[src/design/bsm_pkg.sv]
// Shared types, codes and constants of the bank switch mapper.
package bsm_pkg;

  // Bank number widths kept in the mapping
  localparam int PRG_BANK_BITS = 6;
  localparam int CHR_BANK_BITS = 8;

  // Fixed field widths
  localparam int CMD_W     = 2;
  localparam int ADDR_W    = 16;
  localparam int DATA_W    = 8;
  localparam int ROM_AW    = 19;
  localparam int TGT_W     = 2;
  localparam int LAST_W    = 6;
  localparam int APB_AW    = 2;
  localparam int APB_DW    = 32;
  localparam int PRG_OFS_W = 13;
  localparam int CHR_OFS_W = 10;

  localparam logic [LAST_W-1:0] PRG_LAST_RESET = LAST_W'(63);

  // Bus access kinds
  typedef enum logic [CMD_W-1:0] {
    CMD_CPU_RD = 2'd0,
    CMD_CPU_WR = 2'd1,
    CMD_PPU_RD = 2'd2,
    CMD_PPU_WR = 2'd3
  } cmd_e;

  // ROM target of a result item
  typedef enum logic [TGT_W-1:0] {
    TGT_NONE = 2'd0,
    TGT_PRG  = 2'd1,
    TGT_CHR  = 2'd2
  } tgt_e;

  // Mapper register blocks, chosen by CPU address bits 14:13
  typedef enum logic [1:0] {
    REG_BANK   = 2'd0,
    REG_MIRROR = 2'd1,
    REG_IRQ_LD = 2'd2,
    REG_IRQ_EN = 2'd3
  } reg_blk_e;

  // Mapping state seen by the address translation
  typedef struct packed {
    logic [LAST_W-1:0]           prg_last;
    logic                        prg_swap;
    logic                        chr_invert;
    logic                        hmirror;
    logic [7:0][DATA_W-1:0]      bank_regs;
  } bsm_state_t;

endpackage

[src/design/bsm_ctrl.sv]
// Mapper registers, configuration register and scanline IRQ counter.
module bsm_ctrl import bsm_pkg::*; (
  input  logic                clk_i,
  input  logic                rst_ni,
  input  logic                accept_i,
  input  logic [CMD_W-1:0]    command_i,
  input  logic [ADDR_W-1:0]   address_i,
  input  logic [DATA_W-1:0]   write_data_i,
  input  logic                cfg_we_i,
  input  logic [LAST_W-1:0]   cfg_last_i,
  output bsm_state_t          state_o,
  output logic                irq_next_o
);

  logic [LAST_W-1:0]      prg_last_q;
  logic [2:0]             bank_sel_q, bank_sel_d;
  logic                   prg_swap_q, prg_swap_d;
  logic                   chr_inv_q, chr_inv_d;
  logic [7:0][DATA_W-1:0] bank_regs_q, bank_regs_d;
  logic                   hmirror_q, hmirror_d;
  logic [DATA_W-1:0]      irq_latch_q, irq_latch_d;
  logic [DATA_W-1:0]      irq_count_q, irq_count_d;
  logic                   reload_q, reload_d;
  logic                   irq_en_q, irq_en_d;
  logic                   irq_flag_q, irq_flag_d;
  logic                   last_a12_q, last_a12_d;

  logic                   cpu_wr, is_ppu, a12, odd;
  reg_blk_e               blk;

  assign blk    = reg_blk_e'(address_i[14:13]);
  assign odd    = address_i[0];
  assign a12    = address_i[12];
  assign cpu_wr = (cmd_e'(command_i) == CMD_CPU_WR) && address_i[15];
  assign is_ppu = command_i[1];

  // Next state for one item
  always_comb begin
    bank_sel_d  = bank_sel_q;
    prg_swap_d  = prg_swap_q;
    chr_inv_d   = chr_inv_q;
    bank_regs_d = bank_regs_q;
    hmirror_d   = hmirror_q;
    irq_latch_d = irq_latch_q;
    irq_count_d = irq_count_q;
    reload_d    = reload_q;
    irq_en_d    = irq_en_q;
    irq_flag_d  = irq_flag_q;
    last_a12_d  = last_a12_q;
    if (cpu_wr) begin
      case (blk)
        REG_BANK: begin
          if (odd) begin
            bank_regs_d[bank_sel_q] = write_data_i;
          end else begin
            bank_sel_d = write_data_i[2:0];
            prg_swap_d = write_data_i[6];
            chr_inv_d  = write_data_i[7];
          end
        end
        REG_MIRROR: begin
          if (!odd) hmirror_d = write_data_i[0];
        end
        REG_IRQ_LD: begin
          if (odd) begin
            irq_count_d = '0;
            reload_d    = 1'b1;
          end else begin
            irq_latch_d = write_data_i;
          end
        end
        REG_IRQ_EN: begin
          if (odd) begin
            irq_en_d = 1'b1;
          end else begin
            irq_en_d   = 1'b0;
            irq_flag_d = 1'b0;
          end
        end
        default: begin
        end
      endcase
    end else if (is_ppu) begin
      last_a12_d = a12;
      // a rising A12 steps the scanline counter
      if (a12 && !last_a12_q) begin
        if ((irq_count_q == '0) || reload_q) begin
          irq_count_d = irq_latch_q;
          reload_d    = 1'b0;
        end else begin
          irq_count_d = irq_count_q - DATA_W'(1);
        end
        if ((irq_count_d == '0) && irq_en_q) irq_flag_d = 1'b1;
      end
    end
  end

  // Control registers
  always_ff @(posedge clk_i or negedge rst_ni) begin
    if (!rst_ni) begin
      prg_last_q  <= PRG_LAST_RESET;
      bank_sel_q  <= '0;
      prg_swap_q  <= 1'b0;
      chr_inv_q   <= 1'b0;
      bank_regs_q <= '0;
      hmirror_q   <= 1'b1;
      irq_latch_q <= '0;
      irq_count_q <= '0;
      reload_q    <= 1'b0;
      irq_en_q    <= 1'b0;
      irq_flag_q  <= 1'b0;
      last_a12_q  <= 1'b0;
    end else begin
      if (cfg_we_i) prg_last_q <= cfg_last_i;
      if (accept_i) begin
        bank_sel_q  <= bank_sel_d;
        prg_swap_q  <= prg_swap_d;
        chr_inv_q   <= chr_inv_d;
        bank_regs_q <= bank_regs_d;
        hmirror_q   <= hmirror_d;
        irq_latch_q <= irq_latch_d;
        irq_count_q <= irq_count_d;
        reload_q    <= reload_d;
        irq_en_q    <= irq_en_d;
        irq_flag_q  <= irq_flag_d;
        last_a12_q  <= last_a12_d;
      end
    end
  end

  assign state_o.prg_last   = prg_last_q;
  assign state_o.prg_swap   = prg_swap_q;
  assign state_o.chr_invert = chr_inv_q;
  assign state_o.hmirror    = hmirror_q;
  assign state_o.bank_regs  = bank_regs_q;
  assign irq_next_o         = irq_flag_d;

endmodule

[src/design/bsm_xlate.sv]
// Program and character ROM address translation and nametable select.
module bsm_xlate import bsm_pkg::*; (
  input  logic [CMD_W-1:0]  command_i,
  input  logic [ADDR_W-1:0] address_i,
  input  bsm_state_t        state_i,
  output logic [ROM_AW-1:0] rom_address_o,
  output logic [TGT_W-1:0]  rom_target_o,
  output logic              chr_write_o,
  output logic              nametable_bank_o
);

  logic [PRG_BANK_BITS-1:0] last_bank, second_bank, prg_bank, r6, r7;
  logic [1:0]               prg_slot;
  logic [2:0]               chr_slot, chr_idx;
  logic [DATA_W-1:0]        chr_bank;
  logic [ROM_AW-1:0]        prg_addr, chr_addr;

  // Program slots: fixed last, fixed last-1, and R6/R7 swapped by mode
  assign last_bank   = state_i.prg_last[PRG_BANK_BITS-1:0];
  assign second_bank = last_bank - PRG_BANK_BITS'(1);
  assign r6          = state_i.bank_regs[6][PRG_BANK_BITS-1:0];
  assign r7          = state_i.bank_regs[7][PRG_BANK_BITS-1:0];
  assign prg_slot    = address_i[14:13];

  always_comb begin
    case (prg_slot)
      2'd0:    prg_bank = state_i.prg_swap ? second_bank : r6;
      2'd1:    prg_bank = state_i.prg_swap ? r7 : second_bank;
      2'd2:    prg_bank = state_i.prg_swap ? r6 : r7;
      default: prg_bank = last_bank;
    endcase
  end

  assign prg_addr = ROM_AW'({prg_bank, address_i[PRG_OFS_W-1:0]});

  // Character slots: 2KB pairs from R0/R1, 1KB banks from R2..R5
  assign chr_slot = address_i[12:10] ^ {state_i.chr_invert, 2'b00};
  assign chr_idx  = {1'b0, chr_slot[1:0]} + 3'd2;

  always_comb begin
    if (!chr_slot[2]) begin
      chr_bank = {state_i.bank_regs[{2'b00, chr_slot[1]}][DATA_W-1:1], chr_slot[0]};
    end else begin
      chr_bank = state_i.bank_regs[chr_idx];
    end
  end

  assign chr_addr = ROM_AW'({chr_bank[CHR_BANK_BITS-1:0], address_i[CHR_OFS_W-1:0]});

  // Result fields per access kind
  always_comb begin
    rom_address_o    = '0;
    rom_target_o     = TGT_NONE;
    chr_write_o      = 1'b0;
    nametable_bank_o = 1'b0;
    case (cmd_e'(command_i))
      CMD_CPU_RD: begin
        if (address_i[15]) begin
          rom_address_o = prg_addr;
          rom_target_o  = TGT_PRG;
        end
      end
      CMD_CPU_WR: begin
      end
      CMD_PPU_RD, CMD_PPU_WR: begin
        if (!address_i[13]) begin
          rom_address_o = chr_addr;
          rom_target_o  = TGT_CHR;
          chr_write_o   = (cmd_e'(command_i) == CMD_PPU_WR);
        end else if (address_i[13:8] != 6'h3F) begin
          nametable_bank_o = state_i.hmirror ? address_i[11] : address_i[10];
        end
      end
      default: begin
      end
    endcase
  end

endmodule

[src/design/bank_switch_mapper_with_line_irq_top.sv]
// Top level of the bank switch mapper with scanline IRQ counter.
// Takes one CPU or PPU bus access per item and returns one result item: the translated
// program or character ROM address, the nametable half and the IRQ line after the
// access. One item is accepted every clock cycle while the output register is empty or
// its result is being taken; the result appears in the output register in the cycle
// after acceptance, and a new item is taken in the same cycle that a waiting result is
// taken. The mapper registers and scanline counter load with the result, on acceptance.
// The last program bank index is set by any APB write and reads back at address 0.
module bank_switch_mapper_with_line_irq_top import bsm_pkg::*; (
  input  logic              clk_i,
  input  logic              rst_ni,
  // input channel
  input  logic              in_valid_i,
  output logic              in_ready_o,
  input  logic [CMD_W-1:0]  command_i,
  input  logic [ADDR_W-1:0] address_i,
  input  logic [DATA_W-1:0] write_data_i,
  // result channel
  output logic              out_valid_o,
  input  logic              out_ready_i,
  output logic [ROM_AW-1:0] rom_address_o,
  output logic [TGT_W-1:0]  rom_target_o,
  output logic              chr_write_o,
  output logic              nametable_bank_o,
  output logic              irq_line_o,
  // configuration
  input  logic              psel,
  input  logic              penable,
  input  logic              pwrite,
  input  logic [APB_AW-1:0] paddr,
  input  logic [APB_DW-1:0] pwdata,
  output logic [APB_DW-1:0] prdata,
  output logic              pready
);

  logic              accept, cfg_we, irq_next;
  bsm_state_t        state;
  logic [ROM_AW-1:0] rom_address_d, rom_address_q;
  logic [TGT_W-1:0]  rom_target_d, rom_target_q;
  logic              chr_write_d, chr_write_q;
  logic              nt_d, nt_q;
  logic              irq_q;
  logic              out_valid_q;

  // Handshakes
  assign in_ready_o = !out_valid_q || out_ready_i;
  assign accept     = in_valid_i && in_ready_o;
  assign pready     = 1'b1;
  // single register, so every write access lands in it
  assign cfg_we     = psel && penable && pwrite && pready;
  assign prdata     = (paddr == '0) ? APB_DW'(state.prg_last) : '0;

  bsm_ctrl u_ctrl (
    .clk_i        (clk_i),
    .rst_ni       (rst_ni),
    .accept_i     (accept),
    .command_i    (command_i),
    .address_i    (address_i),
    .write_data_i (write_data_i),
    .cfg_we_i     (cfg_we),
    .cfg_last_i   (pwdata[LAST_W-1:0]),
    .state_o      (state),
    .irq_next_o   (irq_next)
  );

  bsm_xlate u_xlate (
    .command_i        (command_i),
    .address_i        (address_i),
    .state_i          (state),
    .rom_address_o    (rom_address_d),
    .rom_target_o     (rom_target_d),
    .chr_write_o      (chr_write_d),
    .nametable_bank_o (nt_d)
  );

  // Result valid
  always_ff @(posedge clk_i or negedge rst_ni) begin
    if (!rst_ni) begin
      out_valid_q <= 1'b0;
    end else if (in_ready_o) begin
      out_valid_q <= in_valid_i;
    end
  end

  // Result payload
  always_ff @(posedge clk_i) begin
    if (accept) begin
      rom_address_q <= rom_address_d;
      rom_target_q  <= rom_target_d;
      chr_write_q   <= chr_write_d;
      nt_q          <= nt_d;
      irq_q         <= irq_next;
    end
  end

  assign out_valid_o      = out_valid_q;
  assign rom_address_o    = rom_address_q;
  assign rom_target_o     = rom_target_q;
  assign chr_write_o      = chr_write_q;
  assign nametable_bank_o = nt_q;
  assign irq_line_o       = irq_q;

endmodule

[config.mk]
export PLATFORM = sky130hd
export DESIGN_NAME = bank_switch_mapper_with_line_irq_top
export DESIGN_NICKNAME = d
export VERILOG_FILES = /design/src/design/bsm_pkg.sv /design/src/design/bsm_ctrl.sv /design/src/design/bsm_xlate.sv /design/src/design/bank_switch_mapper_with_line_irq_top.sv
export SDC_FILE = /design/constraint.sdc
export NUM_CORES = 1
export LEC_CHECK = 0
export ABC_CLOCK_PERIOD_IN_PS = 5430
export BUFFER_PORTS_ARGS = -buffer_cell sky130_fd_sc_hd__buf_4
export CORE_AREA = 2 2 141 177
export DETAILED_ROUTE_END_ITERATION = 6
export DIE_AREA = 0 0 143 179
export PLACE_DENSITY = 0.45
export RECOVER_POWER = 100
export SLEW_MARGIN = 10
export SYNTH_ARGS = -nofsm -noshare
export SYNTH_HDL_FRONTEND = slang
export SYNTH_SLANG_ARGS = --single-unit
[constraint.sdc]
create_clock -name clk_i -period 5.43 [get_ports clk_i]
set_input_delay 0.8145 -clock clk_i [delete_from_list [all_inputs] [get_ports clk_i]]
set_output_delay 0.8145 -clock clk_i [all_outputs]
set_load 0.005 [all_outputs]
Word-level counts from Yosys, hierarchy flattened
Index checks and enable logic that the tools add are counted.
{"block": "totals", "register_bits": 121, "in_bits": 67, "ram_bits": 0, "mem_count": 0, "elab_cells": 117, "romBits": 0, "latch_bits": 0, "out_inout_bits": 59}
{"block": "classes", "magnitude_cmp": 4, "multipliers": 0, "muxes": 42, "n_shift": 0, "n_reduce_logical": 30, "div": 0, "add_sub_neg": 3, "n_eq_ne": 9, "n_bitwise": 4}
{"cell": "$mux 8", "count": 14}
{"cell": "$bwmux 64", "count": 1}
{"cell": "$pmux 19 s2", "count": 1}
{"cell": "$bmux 8 s3", "count": 1}
{"cell": "$demux 8 s3", "count": 1}
{"cell": "$mux 6", "count": 4}
{"cell": "$mux 19", "count": 1}
{"cell": "$mux 18", "count": 1}
{"cell": "$pmux 6 s3", "count": 1}
{"cell": "$logic_not 8->1", "count": 2}
{"cell": "$reduce_and 4->1", "count": 4}
{"cell": "$mux 1", "count": 15}
{"cell": "$reduce_and 3->1", "count": 3}
{"cell": "$eq 2x2->1 const B", "count": 4}
{"cell": "$lt 3x4->1 const B", "count": 2}
{"cell": "$sub 8x1->8 const B", "count": 1}
{"cell": "$logic_and 1x1->1", "count": 7}
{"cell": "$logic_not 2->1", "count": 3}
{"cell": "$ne 6x6->1 const B", "count": 1}
{"cell": "$reduce_and 6->1", "count": 1}
{"cell": "$reduce_bool 2->1", "count": 3}
{"cell": "$sub 6x1->6 const B", "count": 1}
{"cell": "$reduce_and 5->1", "count": 1}
{"cell": "$eq 2x1->1 const B", "count": 2}
{"cell": "other kinds (11)", "count": 17}

Depth between registers and ports, before layout
{"block": "logic_depth", "word_depth": 12, "mapped_depth": 8, "ltp_nobuf": 7}

Modules after synthesis
From an unflattened synthesis, not the netlist that was laid out.
{"block": "unflattened", "hier_cells": 514, "area_unflattened_um2": 6331.1}
{"mod": "bsm_ctrl", "area_per_inst_um2": 4201.5, "seq_area_each_um2": 2411.1, "instances": 1, "cells_each": 307}
{"mod": "bsm_xlate", "area_per_inst_um2": 1097.3, "seq_area_each_um2": 0.0, "instances": 1, "cells_each": 142}
{"mod": "bank_switch_mapper_with_line_irq_top", "area_per_inst_um2": 1032.2, "seq_area_each_um2": 745.7, "instances": 1, "cells_each": 65}

Worst setup path after synthesis
OpenSTA, ideal clock, no wires.
{"block": "synth_timing", "path_kind": "in2reg", "start": "input command_i[1]", "end": "register u_ctrl.bank_regs_q, in the netlist u_ctrl.state_o[35]", "cell_stages": 6, "setup_ns": 0.125, "path_slack_ns": 2.904, "arrival_ns": 2.401, "n_path_buf": 1, "required_time_ns": 5.305, "cell_sequence": "and3b_2 -> nand3_4 -> or3_1 -> buf_6 -> nor3b_4 -> mux2_2"}
{"block": "synth_via", "elab_chain_len": 3}
{"item": "start: declaration", "line_no": "bank_switch_mapper_with_line_irq_top.sv:15", "rtl": "input logic [CMD_W-1:0] command_i,"}
{"item": "$eq 2x1->1", "line_no": "bsm_ctrl.sv:34", "rtl": "assign cpu_wr = (cmd_e'(command_i) == CMD_CPU_WR) && address_i[15];"}
{"item": "$logic_and 1x1->1", "line_no": "bsm_ctrl.sv:34"}
{"item": "$reduce_and 4->1 (no line)"}
{"item": "end signal: assignment", "line_no": "bsm_ctrl.sv:119", "rtl": "bank_regs_q <= bank_regs_d;"}
{"item": "end: declaration", "line_no": "bsm_ctrl.sv:19", "rtl": "logic [7:0][DATA_W-1:0] bank_regs_q, bank_regs_d;"}
Every way passes these cells.
A chain may end at the register's enable or synchronous reset.

Final worst setup path
{"block": "layout_timing", "start": "input command_i[1]", "end": "register u_ctrl.bank_regs_q, in the netlist u_ctrl.state_o[38]"}
The elaborated chain is that of the path after synthesis.

==> flow_summary.json <==
{
  "status": "complete, but fails checks",
  "violations": "capacitance limit, slew limit",
  "cts_made_buffers": 17,
  "cts_tree": "built",
  "dieHeight_um": 179,
  "relSlewSlack": -0.2206,
  "synth_area_leaders": "dfrtp_1 (36%), mux2_2 (16%), edfxtp_1 (12%), buf_4 (3.4%), dfstp_2 (3.1%)",
  "required_ps": 5720,
  "cts_resized": 0,
  "n_antenna_cell": 0,
  "worst_ep_arrival_time_ps": 4080,
  "io_pins": 126,
  "portBuffers": 72,
  "antenna_found_initial": 0,
  "rows": 64,
  "leakage_nw": 3.184,
  "htreeDepth": 4,
  "finalHoldViolations": 0,
  "yosys_warnings": 0,
  "vias_per_cell": 4.469,
  "syn_inst": 491,
  "synth_top_area_share": 0.3568,
  "cts-root-buf": "clkbuf_16",
  "clock_sinks": 115,
  "maxSlewViolCount": 89,
  "pwr_density_cell_nw_per_um2": 382.6,
  "drt_wl_total_mm": 15.15,
  "finalPower_mw": 2.761,
  "clk_latency_ps": 420,
  "core_area_um2": 24100,
  "fin_crit_ps": 3793,
  "wire_per_inst_um": 16.74,
  "cts_hold_buf": 0,
  "drc": 0,
  "period_share": 0.6985,
  "cp-end-kind": "flop",
  "hold_path.class": "reg2reg",
  "tightest_slew_ps": 1827,
  "start_util": 0.2444,
  "gr-total-overflow": 0,
  "die_width_um": 143,
  "globalplace.congestion": 0.7560,
  "grt_pass1_wl_mm": 23.38,
  "mostFrequentLayoutCell": "dfrtp_1",
  "synth.yosys.seq_area_share": 0.5104,
  "synth_area_um2": 5891,
  "num_vias": 4044,
  "finalSetupViolations": 0,
  "first_pass_iters": 4,
  "ys.flop_type": "dfrtp_1",
  "syn_area_per_cell_um2": 12.00,
  "syn_to_final_growth_pct": 22.49,
  "grt_pass1_vias": 4010,
  "cts.clk_slew.worst_paths_ps": 60,
  "fmax_ghz": 0.2637,
  "synth_edf_count": 24,
  "yosysTopAreaCell": "dfrtp_1",
  "whs_path_depth": 1,
  "yosysUniqueCellTypes": 63,
  "synth_seq_cells": 115,
  "final_cell_mix": "dfrtp_1 (84), mux2_2 (82), buf_4 (41)",
  "postCtsSetupBuffers": 0,
  "worstRegToRegCells": 5,
  "rsz0062_at_grt": "false",
  "nets": 632,
  "drtIter0Drc": 305,
  "grtUsageTotal": 0.1219,
  "grt_max_degree": 71,
  "maxCapViolations": 3,
  "vdd_drop_max_mv": 0.1589,
  "die_area_um2": 25600,
  "dp.final_hpwl_mm": 10.81,
  "finalClockSkew_ps": 23.53,
  "drive_above_1_share": 0.3270,
  "cts_buffer_depth": 2,
  "crit_type": "in2reg",
  "ant_nets": 0,
  "async_reset_ff_frac": 0.7913,
  "cp_max_fo": 8,
  "setup_tns_ps": 0,
  "start_kind": "input pin"
}
## report_power, final
part / internal (mW) / switching, mW / total, mW
clock: 0.800 / 0.416 / 1.22
sequential: 0.963 / 0.0787 / 1.04
combinational: 0.217 / 0.286 / 0.503
## critical path, cell delays in order
cell and delay (ps):
clkbuf_1 180, and3b_1 390, nand3_1 280, or3_1 500, nor3b_1 1460, mux2_2 450
## metrics by stage
stage	setup WS, ps	hold WS, ps	instances	instance area [um2]	util
global route	1420	511.9	905	7216	0.2994
detailed placement	2280	476.7	873	6670	0.2767
floorplan	2904	452.2	516	5984	-
global placement	2335	464.0	873	6670	0.2767
CTS	2712	293.5	905	7317	0.3036
finish	1637	487.0	905	7216	0.2994
## cell families after synthesis
group,after synthesis,share of synthesized area
buffers and inverters,63,0.05883
AND/OR/NAND/NOR,124,0.1198
XOR/XNOR,5,0.007434
multiplexers,106,0.2150
adder cells (fa/ha/maj),3,0.006373
flip-flops,115,0.5104
other,2,0.001275
AO/OA/AOI/OAI,73,0.08093
## registers in the layout, summed over array words and instances, names as in the netlist, 2 cells and up
register,cells
u_ctrl.bank_sel_q,3
u_ctrl.state_o,58
rom_address_o,19
u_ctrl.prg_last_q,6
u_ctrl.irq_count_q,8
u_ctrl.irq_latch_q,8
rom_target_o,2
## per-layer routing
| metal | track usage | share of wire |
|---|---|---|
| met1 | 0.1500 | 0.44 |
| met2 | 0.2037 | 0.50 |
| met3 | 0.03285 | 0.051 |
| met4 | 0.04579 | 0.012 |
| met5 | 0 | 0 |
## synth_stat cells (3+ instances only)
library cell	instances
o22ai_1	5
nor2b_1	12
nand3_1	6
buf_1	10
and2_1	4
nor3_1	14
nor4_1	3
o31a_1	3
nand2_1	28
nand3b_1	5
mux2i_1	14
inv_1	15
a21oi_1	13
xnor2_1	4
ha_1	3
nand2b_1	4
mux4_2	8
o31ai_1	6
edfxtp_1	24
a22o_1	4
nor2_1	24
dfrtp_1	84
buf_4	27
mux2_2	82
dfstp_2	7
clkbuf_1	9
nor4b_1	3
or3_1	4
o21ai_0	21
nor3b_1	3
## worst paths after layout
path / startpoint / to / slack, ps
max reg2reg: out_valid_o / u_ctrl.state_o[38] / 2130
min in group asynchronous: rst_ni / u_ctrl.irq_count_q[5] / 660
min: u_ctrl.state_o[16] / u_ctrl.state_o[16] / 490
max in group asynchronous: rst_ni / u_ctrl.bank_sel_q[0] / 2390
min reg2reg: u_ctrl.state_o[16] / u_ctrl.state_o[16] / 490
max: command_i[1] / u_ctrl.state_o[38] / 1640
## layout make-up
type / instances / area [um2]
clock buffers: 18 / 450.4
multi-input cells: 338 / 2581
well taps: 330 / 412.9
inverters: 15 / 56.30
clock inverters: 14 / 196.4
repair buffers: 75 / 511.7
flip-flops and latches: 115 / 3007
fillers: 2477 / 16890
Power figures use the tool's default switching activity.
